File: config.mk
export PLATFORM = sky130hd
export DESIGN_NAME = tlb_page_table_translator_top_flat
export DESIGN_NICKNAME = d
export VERILOG_FILES = /design/src/design/tlbpt_pkg.sv /design/src/design/tlbpt_req_if.sv /design/src/design/tlbpt_rsp_if.sv /design/src/design/tlb_page_table_translator_top.sv /design/src/flat_wrapper.sv
export VERILOG_INCLUDE_DIRS = /design/src /design/src/design
export SDC_FILE = /design/constraint.sdc
export NUM_CORES = 2
export LEC_CHECK = 0
export BUFFER_PORTS_ARGS = -buffer_cell sky130_fd_sc_hd__buf_2
export CORE_UTILIZATION = 30
export CTS_BUF_LIST = sky130_fd_sc_hd__clkbuf_4 sky130_fd_sc_hd__clkbuf_8
export DETAILED_ROUTE_END_ITERATION = 8
export SYNTH_ARGS = -nofsm -noshare
export SYNTH_HDL_FRONTEND = slang
export SYNTH_SLANG_ARGS = --single-unit
File: constraint.sdc
create_clock -name i_clk -period 9.1 [get_ports i_clk]
set_input_delay 1.82 -clock i_clk [delete_from_list [all_inputs] [get_ports i_clk]]
set_output_delay 1.82 -clock i_clk [all_outputs]
set_load 0.01 [all_outputs]
File: src/design/tlb_page_table_translator_top_defines.svh
// ---------------------------------------------------------------------------
// TLB translator assertion macros
// Shared concurrent assertion forms, sampled on the rising clock edge and
// disabled while the active-low reset is asserted.
// ---------------------------------------------------------------------------
`ifndef TLB_PAGE_TABLE_TRANSLATOR_TOP_DEFINES_SVH
`define TLB_PAGE_TABLE_TRANSLATOR_TOP_DEFINES_SVH

// Same-cycle implication.
`define TLBPT_ASSERT_NOW(label, clk, rst_n, ante, cons) \
    label: assert property (@(posedge clk) disable iff (!(rst_n)) (ante) |-> (cons)) \
        else $error("tlbpt assertion failed");

// Next-cycle implication.
`define TLBPT_ASSERT_NEXT(label, clk, rst_n, ante, cons) \
    label: assert property (@(posedge clk) disable iff (!(rst_n)) (ante) |=> (cons)) \
        else $error("tlbpt assertion failed");

`endif

File: src/design/tlbpt_pkg.sv
// ---------------------------------------------------------------------------
// TLB translator package
// Sizes, widths and field types shared by the channel interfaces and the core.
// ---------------------------------------------------------------------------
`timescale 1ns / 1ps

package tlbpt_pkg;

    localparam int TLB_ENTRIES      = 8;
    localparam int FRAME_COUNT      = 32;
    // power of two: the page number wraps by dropping upper bits
    localparam int VIRTUAL_PAGES    = 64;
    localparam int PAGE_OFFSET_BITS = 10;

    localparam int VA_W   = 16;
    localparam int TIME_W = 32;
    localparam int PA_W   = 15;

    localparam int TLB_IDX_W = (TLB_ENTRIES > 1) ? $clog2(TLB_ENTRIES) : 1;
    localparam int FRAME_W   = (FRAME_COUNT > 1) ? $clog2(FRAME_COUNT) : 1;
    localparam int PAGE_W    = $clog2(VIRTUAL_PAGES);

    typedef logic [PAGE_W-1:0]           t_page;
    typedef logic [FRAME_W-1:0]          t_frame;
    typedef logic [TLB_IDX_W-1:0]        t_tlb_idx;
    typedef logic [PAGE_OFFSET_BITS-1:0] t_offset;
    typedef logic [TIME_W-1:0]           t_time;
    typedef logic [PA_W-1:0]             t_paddr;

    typedef struct packed {
        t_paddr physical_address;
        logic   tlb_hit;
        logic   table_hit;
        logic   frame_allocated;
        logic   out_of_frames;
    } t_rsp;

    function automatic t_paddr make_address(input t_frame frame, input t_offset offset);
        return PA_W'({frame, offset});
    endfunction

endpackage

File: src/design/tlbpt_req_if.sv
// ---------------------------------------------------------------------------
// TLB translator request channel
// Valid/ready channel carrying a virtual address and its time stamp.
// ---------------------------------------------------------------------------
`timescale 1ns / 1ps

interface tlbpt_req_if;
    logic                       valid;
    logic                       ready;
    logic [tlbpt_pkg::VA_W-1:0]   virtual_address;
    logic [tlbpt_pkg::TIME_W-1:0] request_time;

    modport source (output valid, output virtual_address, output request_time, input ready);
    modport sink   (input valid, input virtual_address, input request_time, output ready);
endinterface

File: src/design/tlbpt_rsp_if.sv
// ---------------------------------------------------------------------------
// TLB translator response channel
// Valid/ready channel carrying the translated address and status flags.
// ---------------------------------------------------------------------------
`timescale 1ns / 1ps

interface tlbpt_rsp_if;
    logic                       valid;
    logic                       ready;
    logic [tlbpt_pkg::PA_W-1:0] physical_address;
    logic                       tlb_hit;
    logic                       table_hit;
    logic                       frame_allocated;
    logic                       out_of_frames;

    modport source (output valid, output physical_address, output tlb_hit, output table_hit,
                    output frame_allocated, output out_of_frames, input ready);
    modport sink   (input valid, input physical_address, input tlb_hit, input table_hit,
                    input frame_allocated, input out_of_frames, output ready);
endinterface

File: src/design/tlb_page_table_translator_top.sv
// ---------------------------------------------------------------------------
// TLB page table translator
// Virtual to physical translation through a small fully associative TLB,
// a page table held in a synchronous RAM, and lowest-free frame allocation.
// ---------------------------------------------------------------------------
//
//  channel  | dir | payload                                         | handshake
//  ---------+-----+-------------------------------------------------+-------------
//  i_req    | in  | virtual_address[15:0], request_time[31:0]       | valid/ready
//  o_rsp    | out | physical_address[14:0], tlb_hit, table_hit,     | valid/ready
//           |     | frame_allocated, out_of_frames                  |
//
//  Per item: the accept step issues the page table RAM read; the resolve
//  step uses the registered read data, the TLB compare and the frame search,
//  then writes the RAM, the status bits and the TLB.
//  Reset (synchronous, active low) clears TLB valid, page table valid and
//  frame-used bits at once; the frame RAM needs no clearing.
//  A result waits in the output register; a new item is accepted meanwhile,
//  and the resolve step holds only while that register is full and not taken.
// ---------------------------------------------------------------------------
`timescale 1ns / 1ps
`include "tlb_page_table_translator_top_defines.svh"

module tlb_page_table_translator_top (
    input  logic        i_clk,
    input  logic        i_rst_n,
    tlbpt_req_if.sink   i_req,
    tlbpt_rsp_if.source o_rsp
);

    typedef enum logic {S_IDLE, S_RESOLVE} t_state;

    t_state r_state;

    // page table frame numbers, one entry per virtual page
    tlbpt_pkg::t_frame r_table_mem [tlbpt_pkg::VIRTUAL_PAGES];
    tlbpt_pkg::t_frame r_mem_rd;

    logic [tlbpt_pkg::VIRTUAL_PAGES-1:0] r_table_valid;
    logic [tlbpt_pkg::FRAME_COUNT-1:0]   r_frame_used;

    // TLB entries
    logic [tlbpt_pkg::TLB_ENTRIES-1:0] r_tlb_valid;
    tlbpt_pkg::t_page  r_tlb_page  [tlbpt_pkg::TLB_ENTRIES];
    tlbpt_pkg::t_frame r_tlb_frame [tlbpt_pkg::TLB_ENTRIES];
    tlbpt_pkg::t_time  r_tlb_time  [tlbpt_pkg::TLB_ENTRIES];

    // item under work
    tlbpt_pkg::t_page   r_page;
    tlbpt_pkg::t_offset r_offset;
    tlbpt_pkg::t_time   r_time;

    tlbpt_pkg::t_rsp r_rsp;
    logic            r_rsp_valid;

    logic              w_accept;
    logic              w_done;
    tlbpt_pkg::t_page  w_in_page;
    logic              w_tlb_hit;
    tlbpt_pkg::t_frame w_tlb_frame;
    logic              w_tbl_valid;
    logic              w_free_found;
    tlbpt_pkg::t_frame w_free_frame;
    logic              w_resolved;
    logic              w_alloc;
    logic              w_none;
    tlbpt_pkg::t_frame w_frame;
    tlbpt_pkg::t_rsp   w_rsp;
    logic                 w_tlb_free_found;
    tlbpt_pkg::t_tlb_idx  w_tlb_free_idx;
    tlbpt_pkg::t_tlb_idx  w_oldest_idx;
    tlbpt_pkg::t_tlb_idx  w_victim;
    logic [tlbpt_pkg::TLB_ENTRIES-1:0] w_is_oldest;

    // no item is taken while reset is held
    assign i_req.ready = i_rst_n && (r_state == S_IDLE);
    assign w_accept    = i_req.valid && i_req.ready;
    assign w_in_page   = i_req.virtual_address[tlbpt_pkg::PAGE_OFFSET_BITS +: tlbpt_pkg::PAGE_W];
    assign w_done      = (r_state == S_RESOLVE) && (!r_rsp_valid || o_rsp.ready);

    // TLB lookup: lowest matching entry wins
    always_comb begin
        w_tlb_hit   = 1'b0;
        w_tlb_frame = '0;
        for (int i = tlbpt_pkg::TLB_ENTRIES - 1; i >= 0; i--) begin
            if (r_tlb_valid[i] && (r_tlb_page[i] == r_page)) begin
                w_tlb_hit   = 1'b1;
                w_tlb_frame = r_tlb_frame[i];
            end
        end
    end

    // lowest free physical frame
    always_comb begin
        w_free_found = 1'b0;
        w_free_frame = '0;
        for (int i = tlbpt_pkg::FRAME_COUNT - 1; i >= 0; i--) begin
            if (!r_frame_used[i]) begin
                w_free_found = 1'b1;
                w_free_frame = tlbpt_pkg::FRAME_W'(i);
            end
        end
    end

    // refill victim: lowest invalid entry, else oldest fill time (lowest index on ties).
    // Pairwise compares: entry i is oldest when strictly older than every lower
    // entry and no younger than every higher one.
    always_comb begin
        w_tlb_free_found = 1'b0;
        w_tlb_free_idx   = '0;
        w_oldest_idx     = '0;
        for (int i = 0; i < tlbpt_pkg::TLB_ENTRIES; i++) begin
            w_is_oldest[i] = 1'b1;
            for (int j = 0; j < tlbpt_pkg::TLB_ENTRIES; j++) begin
                if (j < i && !(r_tlb_time[i] < r_tlb_time[j]))
                    w_is_oldest[i] = 1'b0;
                if (j > i && (r_tlb_time[j] < r_tlb_time[i]))
                    w_is_oldest[i] = 1'b0;
            end
        end
        for (int i = tlbpt_pkg::TLB_ENTRIES - 1; i >= 0; i--) begin
            if (!r_tlb_valid[i]) begin
                w_tlb_free_found = 1'b1;
                w_tlb_free_idx   = tlbpt_pkg::TLB_IDX_W'(i);
            end
            if (w_is_oldest[i])
                w_oldest_idx = tlbpt_pkg::TLB_IDX_W'(i);
        end
        w_victim = w_tlb_free_found ? w_tlb_free_idx : w_oldest_idx;
    end

    // resolution of the item under work
    always_comb begin
        w_tbl_valid = r_table_valid[r_page];
        w_resolved  = !w_tlb_hit && (w_tbl_valid || w_free_found);
        w_alloc     = !w_tlb_hit && !w_tbl_valid && w_free_found;
        w_none      = !w_tlb_hit && !w_tbl_valid && !w_free_found;
        w_frame     = w_tbl_valid ? r_mem_rd : w_free_frame;

        w_rsp.tlb_hit         = w_tlb_hit;
        w_rsp.table_hit       = w_resolved;
        w_rsp.frame_allocated = w_alloc;
        w_rsp.out_of_frames   = w_none;
        priority if (w_tlb_hit)
            w_rsp.physical_address = tlbpt_pkg::make_address(w_tlb_frame, r_offset);
        else if (w_resolved)
            w_rsp.physical_address = tlbpt_pkg::make_address(w_frame, r_offset);
        else
            w_rsp.physical_address = '0;
    end

    // control state and registered outputs
    always_ff @(posedge i_clk) begin
        if (!i_rst_n) begin
            r_state       <= S_IDLE;
            r_rsp_valid   <= 1'b0;
            r_table_valid <= '0;
            r_frame_used  <= '0;
            r_tlb_valid   <= '0;
        end else begin
            if (o_rsp.ready && !w_done)
                r_rsp_valid <= 1'b0;
            unique case (r_state)
                S_IDLE: begin
                    if (w_accept)
                        r_state <= S_RESOLVE;
                end
                S_RESOLVE: begin
                    if (w_done) begin
                        r_state     <= S_IDLE;
                        r_rsp_valid <= 1'b1;
                        r_rsp       <= w_rsp;
                        if (w_alloc) begin
                            r_frame_used[w_free_frame] <= 1'b1;
                            r_table_valid[r_page]      <= 1'b1;
                        end
                        if (w_resolved)
                            r_tlb_valid[w_victim] <= 1'b1;
                    end
                end
                default: r_state <= S_IDLE;
            endcase
        end
    end

    // item payload and TLB entry contents
    always_ff @(posedge i_clk) begin
        if (w_accept) begin
            r_page   <= w_in_page;
            r_offset <= i_req.virtual_address[tlbpt_pkg::PAGE_OFFSET_BITS-1:0];
            r_time   <= i_req.request_time;
        end
        if (w_done && w_resolved) begin
            r_tlb_page[w_victim]  <= r_page;
            r_tlb_frame[w_victim] <= w_frame;
            r_tlb_time[w_victim]  <= r_time;
        end
    end

    // page table RAM: read at accept, written on allocation; the next read
    // is issued only after the write edge, so no forwarding is needed
    always_ff @(posedge i_clk) begin
        if (w_done && w_alloc)
            r_table_mem[r_page] <= w_free_frame;
        if (w_accept)
            r_mem_rd <= r_table_mem[w_in_page];
    end

    assign o_rsp.valid            = r_rsp_valid;
    assign o_rsp.physical_address = r_rsp.physical_address;
    assign o_rsp.tlb_hit          = r_rsp.tlb_hit;
    assign o_rsp.table_hit        = r_rsp.table_hit;
    assign o_rsp.frame_allocated  = r_rsp.frame_allocated;
    assign o_rsp.out_of_frames    = r_rsp.out_of_frames;

    `TLBPT_ASSERT_NEXT(a_accept_resolves, i_clk, i_rst_n, w_accept, r_state == S_RESOLVE)
    `TLBPT_ASSERT_NOW(a_none_means_full, i_clk, i_rst_n, w_done && w_none, &r_frame_used)
    `TLBPT_ASSERT_NEXT(a_refill_valid, i_clk, i_rst_n, w_done && w_resolved,
                       r_tlb_valid[$past(w_victim)] && o_rsp.valid)
    `TLBPT_ASSERT_NOW(a_flags_consistent, i_clk, i_rst_n, o_rsp.valid,
                      !(o_rsp.tlb_hit && o_rsp.table_hit) &&
                      (!o_rsp.frame_allocated || o_rsp.table_hit))

endmodule
File: src/flat_wrapper.sv
// flat-port wrapper written by rule: the top's interface ports become plain ports
module tlb_page_table_translator_top_flat 
  (i_clk, i_rst_n, i_req_valid, i_req_virtual_address, i_req_request_time, i_req_ready, o_rsp_valid, o_rsp_physical_address, o_rsp_tlb_hit, o_rsp_table_hit, o_rsp_frame_allocated, o_rsp_out_of_frames, o_rsp_ready);
  tlbpt_req_if i_req_i ();
  tlbpt_rsp_if o_rsp_i ();
  input  logic i_clk;
  input  logic i_rst_n;
  input wire logic [$bits(i_req_i.valid)-1:0] i_req_valid;
  input wire logic [$bits(i_req_i.virtual_address)-1:0] i_req_virtual_address;
  input wire logic [$bits(i_req_i.request_time)-1:0] i_req_request_time;
  output wire logic [$bits(i_req_i.ready)-1:0] i_req_ready;
  output wire logic [$bits(o_rsp_i.valid)-1:0] o_rsp_valid;
  output wire logic [$bits(o_rsp_i.physical_address)-1:0] o_rsp_physical_address;
  output wire logic [$bits(o_rsp_i.tlb_hit)-1:0] o_rsp_tlb_hit;
  output wire logic [$bits(o_rsp_i.table_hit)-1:0] o_rsp_table_hit;
  output wire logic [$bits(o_rsp_i.frame_allocated)-1:0] o_rsp_frame_allocated;
  output wire logic [$bits(o_rsp_i.out_of_frames)-1:0] o_rsp_out_of_frames;
  input wire logic [$bits(o_rsp_i.ready)-1:0] o_rsp_ready;
  assign i_req_i.valid = i_req_valid;
  assign i_req_i.virtual_address = i_req_virtual_address;
  assign i_req_i.request_time = i_req_request_time;
  assign i_req_ready = i_req_i.ready;
  assign o_rsp_valid = o_rsp_i.valid;
  assign o_rsp_physical_address = o_rsp_i.physical_address;
  assign o_rsp_tlb_hit = o_rsp_i.tlb_hit;
  assign o_rsp_table_hit = o_rsp_i.table_hit;
  assign o_rsp_frame_allocated = o_rsp_i.frame_allocated;
  assign o_rsp_out_of_frames = o_rsp_i.out_of_frames;
  assign o_rsp_i.ready = o_rsp_ready;
  tlb_page_table_translator_top u_core (.i_clk(i_clk), .i_rst_n(i_rst_n), .i_req(i_req_i), .o_rsp(o_rsp_i));
endmodule
==> reports/metrics.cfg <==
[run_status]
status=finished with violations
violations=design-rule violations, max-capacitance violations, max-slew violations

[critical_path]
cp.arrival_ps=7450
cp-end-kind=flip-flop
worst_path_max_delay_cell=nor4_1
critPathMaxFanout=32
cp_cell_sequence=ha_1 -> nand4_1 -> nor4_1 -> o2111ai_1 -> a31oi_1 -> nor3_1 -> nand3_1 -> nor4_1 -> o41ai_1 -> nand2_1 -> or2_2 -> nor2_4 -> buf_4
cp_top_family=simple AND/OR/NAND/NOR gates
required_ps=9580
cp-start-kind=flip-flop
crit_path_frequent_cell=nor4_1
path_buf_inv=1
path_class=flip-flop to flip-flop
cpPeakStageDelay_ps=1300

[sta]
worst_slack_ps=2130
max_slew_margin=-0.0352
drv_slew=3
fin_crit_sh=0.766
fmax_mhz=143
finalHoldViolCount=0
period_needed_ps=6970
setup_violations=0
fin_setup_tns_ps=0
tightest_slew_ps=1540
rsz0062_at_grt=false
clock-skew-final_ps=68.9

[worst_hold_path]
min_path_type=flip-flop to flip-flop

[cts]
insertion_delay_ps=910
clkTransAtPathRegs_ps=60
cts_inserted_buffers=154
cts_tree=done
postCtsHoldBufs=0
clk_path_buf_depth=3
clock-root-buffer=clkbuf_8
clock_sinks=842
ctsResizeCount=0
post-cts-setup-buffers=0
cts_max_level=4

[routing]
drt_iter0_markers=3299
wire_per_inst_um=24.4
num_vias=35300
ant_nets=0
viasPerCell=5.41
drt-pass1-iter-count=8
routed_wl_um=159000
route.detailed.drc=12

[pwr]
ir_drop_v=0.000147
leakage_uw=0.0222
power_uw=8330
p_per_area_nw_per_um2=148

[die]
die_x_um=410
io_pins=73
die_area_um2=168000
fp-row-count=149
core-area_um2=165000
start_util=0.302
dieHeight_um=410

[synth]
synth_cell_types=76
syn_area_um2=49800
syn_nets=4937
seq_area_frac_synth=0.486
ys_async_sr_fraction=0
ys_seq_elements=842
synth_flop_cell=edfxtp_1
syn_inst=4017
syn_area_per_cell_um2=12.4
synth_enable_flop_cells=736
synth_warnings=0

[place]
pre_cts_slack_ps=2380
hpwl_um=118000
placedCellCount=6245
gp_congestion=1.00
io_buffers=72

[global_route]
antenna_found_initial=8
met3_usage=0.0342
gr-max-usage-layer=met2
met2_usage=0.294
grt_max_degree=89
grt_pass1_vias=35200
grt_pass1_wl_um=232000
grt_overflow=0
grt_usage=0.187
use_met1=0.250

[cells_and_area]
fin_nets=5132
areaGrowthSynthToFinish_pct=12.9
stdcell_count=6530
regArea_um2=24200
layout_commonest_cell=ha_1
multiInputGateArea_um2=24500
drive_gt1_frac=0.118
final_cell_mix=868 x ha_1, 736 x edfxtp_1, 255 x a21oi_1, 251 x inv_1, 220 x nand2_1
nFillCells=16200
post-route-util=0.341

[job]
drv_cap=1

==> layout make-up <==
type                            count  share of cell area
Multi-Input combinational cell   2857               0.436
Clock inverter                     71              0.0114
Timing Repair Buffer              104              0.0108
Tap cell                         2189              0.0487
Inverter                          253              0.0169
Clock buffer                      211              0.0455
Sequential cell                   842               0.431
Antenna cell                        3            0.000134
==> per-stage QoR <==
stage | area (µm²) | hold slack [ps]
after CTS | 56200 | 462
after floorplan | 49800 | 433
after global placement | 53000 | 441
final | 56200 | 461
after global routing | 56200 | 481
after detailed placement | 53000 | 448
==> cell families after synthesis <==
| family | synth area share |
|---|---|
| adder cells (fa/ha/maj) | 0.218 |
| AO/OA/AOI/OAI | 0.120 |
| buffers and inverters | 0.0243 |
| XOR/XNOR | 0.00844 |
| multiplexers | 0.0551 |
| flip-flops | 0.486 |
| AND/OR/NAND/NOR | 0.0879 |
==> where the power goes <==
part	total [µW]	internal, µW	switching (µW)	leakage [µW]
clock network	3780	2040	1740	0.00167
logic	315	106	209	0.0126
registers	4240	4210	31.6	0.00794
total	8330	6350	1980	0.0222
==> worst paths after layout <==
path                              end  slack, ps                startpoint  cells after the start
max          u_core.r_tlb_time[0][18]       2130  u_core.r_tlb_time[7][25]                     13
max reg2reg  u_core.r_tlb_time[0][18]       2130  u_core.r_tlb_time[7][25]                     13
min          u_core.r_table_valid[47]        460  u_core.r_table_valid[47]                      1
min reg2reg  u_core.r_table_valid[47]        460  u_core.r_table_valid[47]                      1
==> Yosys cell counts, drive strengths merged (6+ instances only) <==
master   instances  area, µm²
nor2           224        841
clkbuf          41        154
nor4            32        213
nand4          108        676
a31oi           37        231
nand2b          23        144
buf             24        108
nor3b            7       57.6
a2111oi         27        236
a21o            65        488
a22o            11       96.3
mux2            13        146
a211o           12        105
o21ai          202       1010
and2            21        131
a21boi           7       52.6
mux4           111       2500
or2              7       43.8
nor2b           39        244
inv            253        950
mux2i           10        100
o21bai           6       45.0
o21a           103        773
a221o            6       60.1
o221ai           7       67.6
nand2          220        826
xnor2           24        210
nor3            37        196
and4            26        228
nand3           91        455
and3            17        106
ha             868      10900
dfxtp          106       2120
xor2            24        210
a21oi          257       1290
a2111o          10        113
edfxtp         736      22100
a221oi          22        193
a211oi          65        488
o211ai          45        338
o2111ai          6       52.6
==> registers in the layout, indices dropped and copies added, names as in the netlist, 8 cells and up <==
register,cells
u_core.r_table_mem,320
u_core.r_tlb_valid,8
u_core.r_tlb_page,48
u_core.r_frame_used,32
u_core.r_time,32
u_core.o_rsp.physical_address,15
u_core.r_table_valid,64
u_core.r_offset,10
u_core.r_tlb_frame,40
u_core.r_tlb_time,256
==> metal layers <==
layer,vias to the layer above,share of wire
li1,16200,-
met1,17500,0.44
met2,1296,0.45
met3,314,0.070
met4,8,0.042
met5,-,0.00032
==> worst reg2reg max path: stages, from the launching register on <==
cell,delay (ps)
edfxtp_1,560
ha_1,400
nand4_1,190
nor4_1,1310
o2111ai_1,510
a31oi_1,660
nor3_1,150
nand3_1,130
nor4_1,100
o41ai_1,800
nand2_1,370
or2_2,430
nor2_4,360
buf_4,570
No activity file was read; power rests on OpenSTA's default activity.
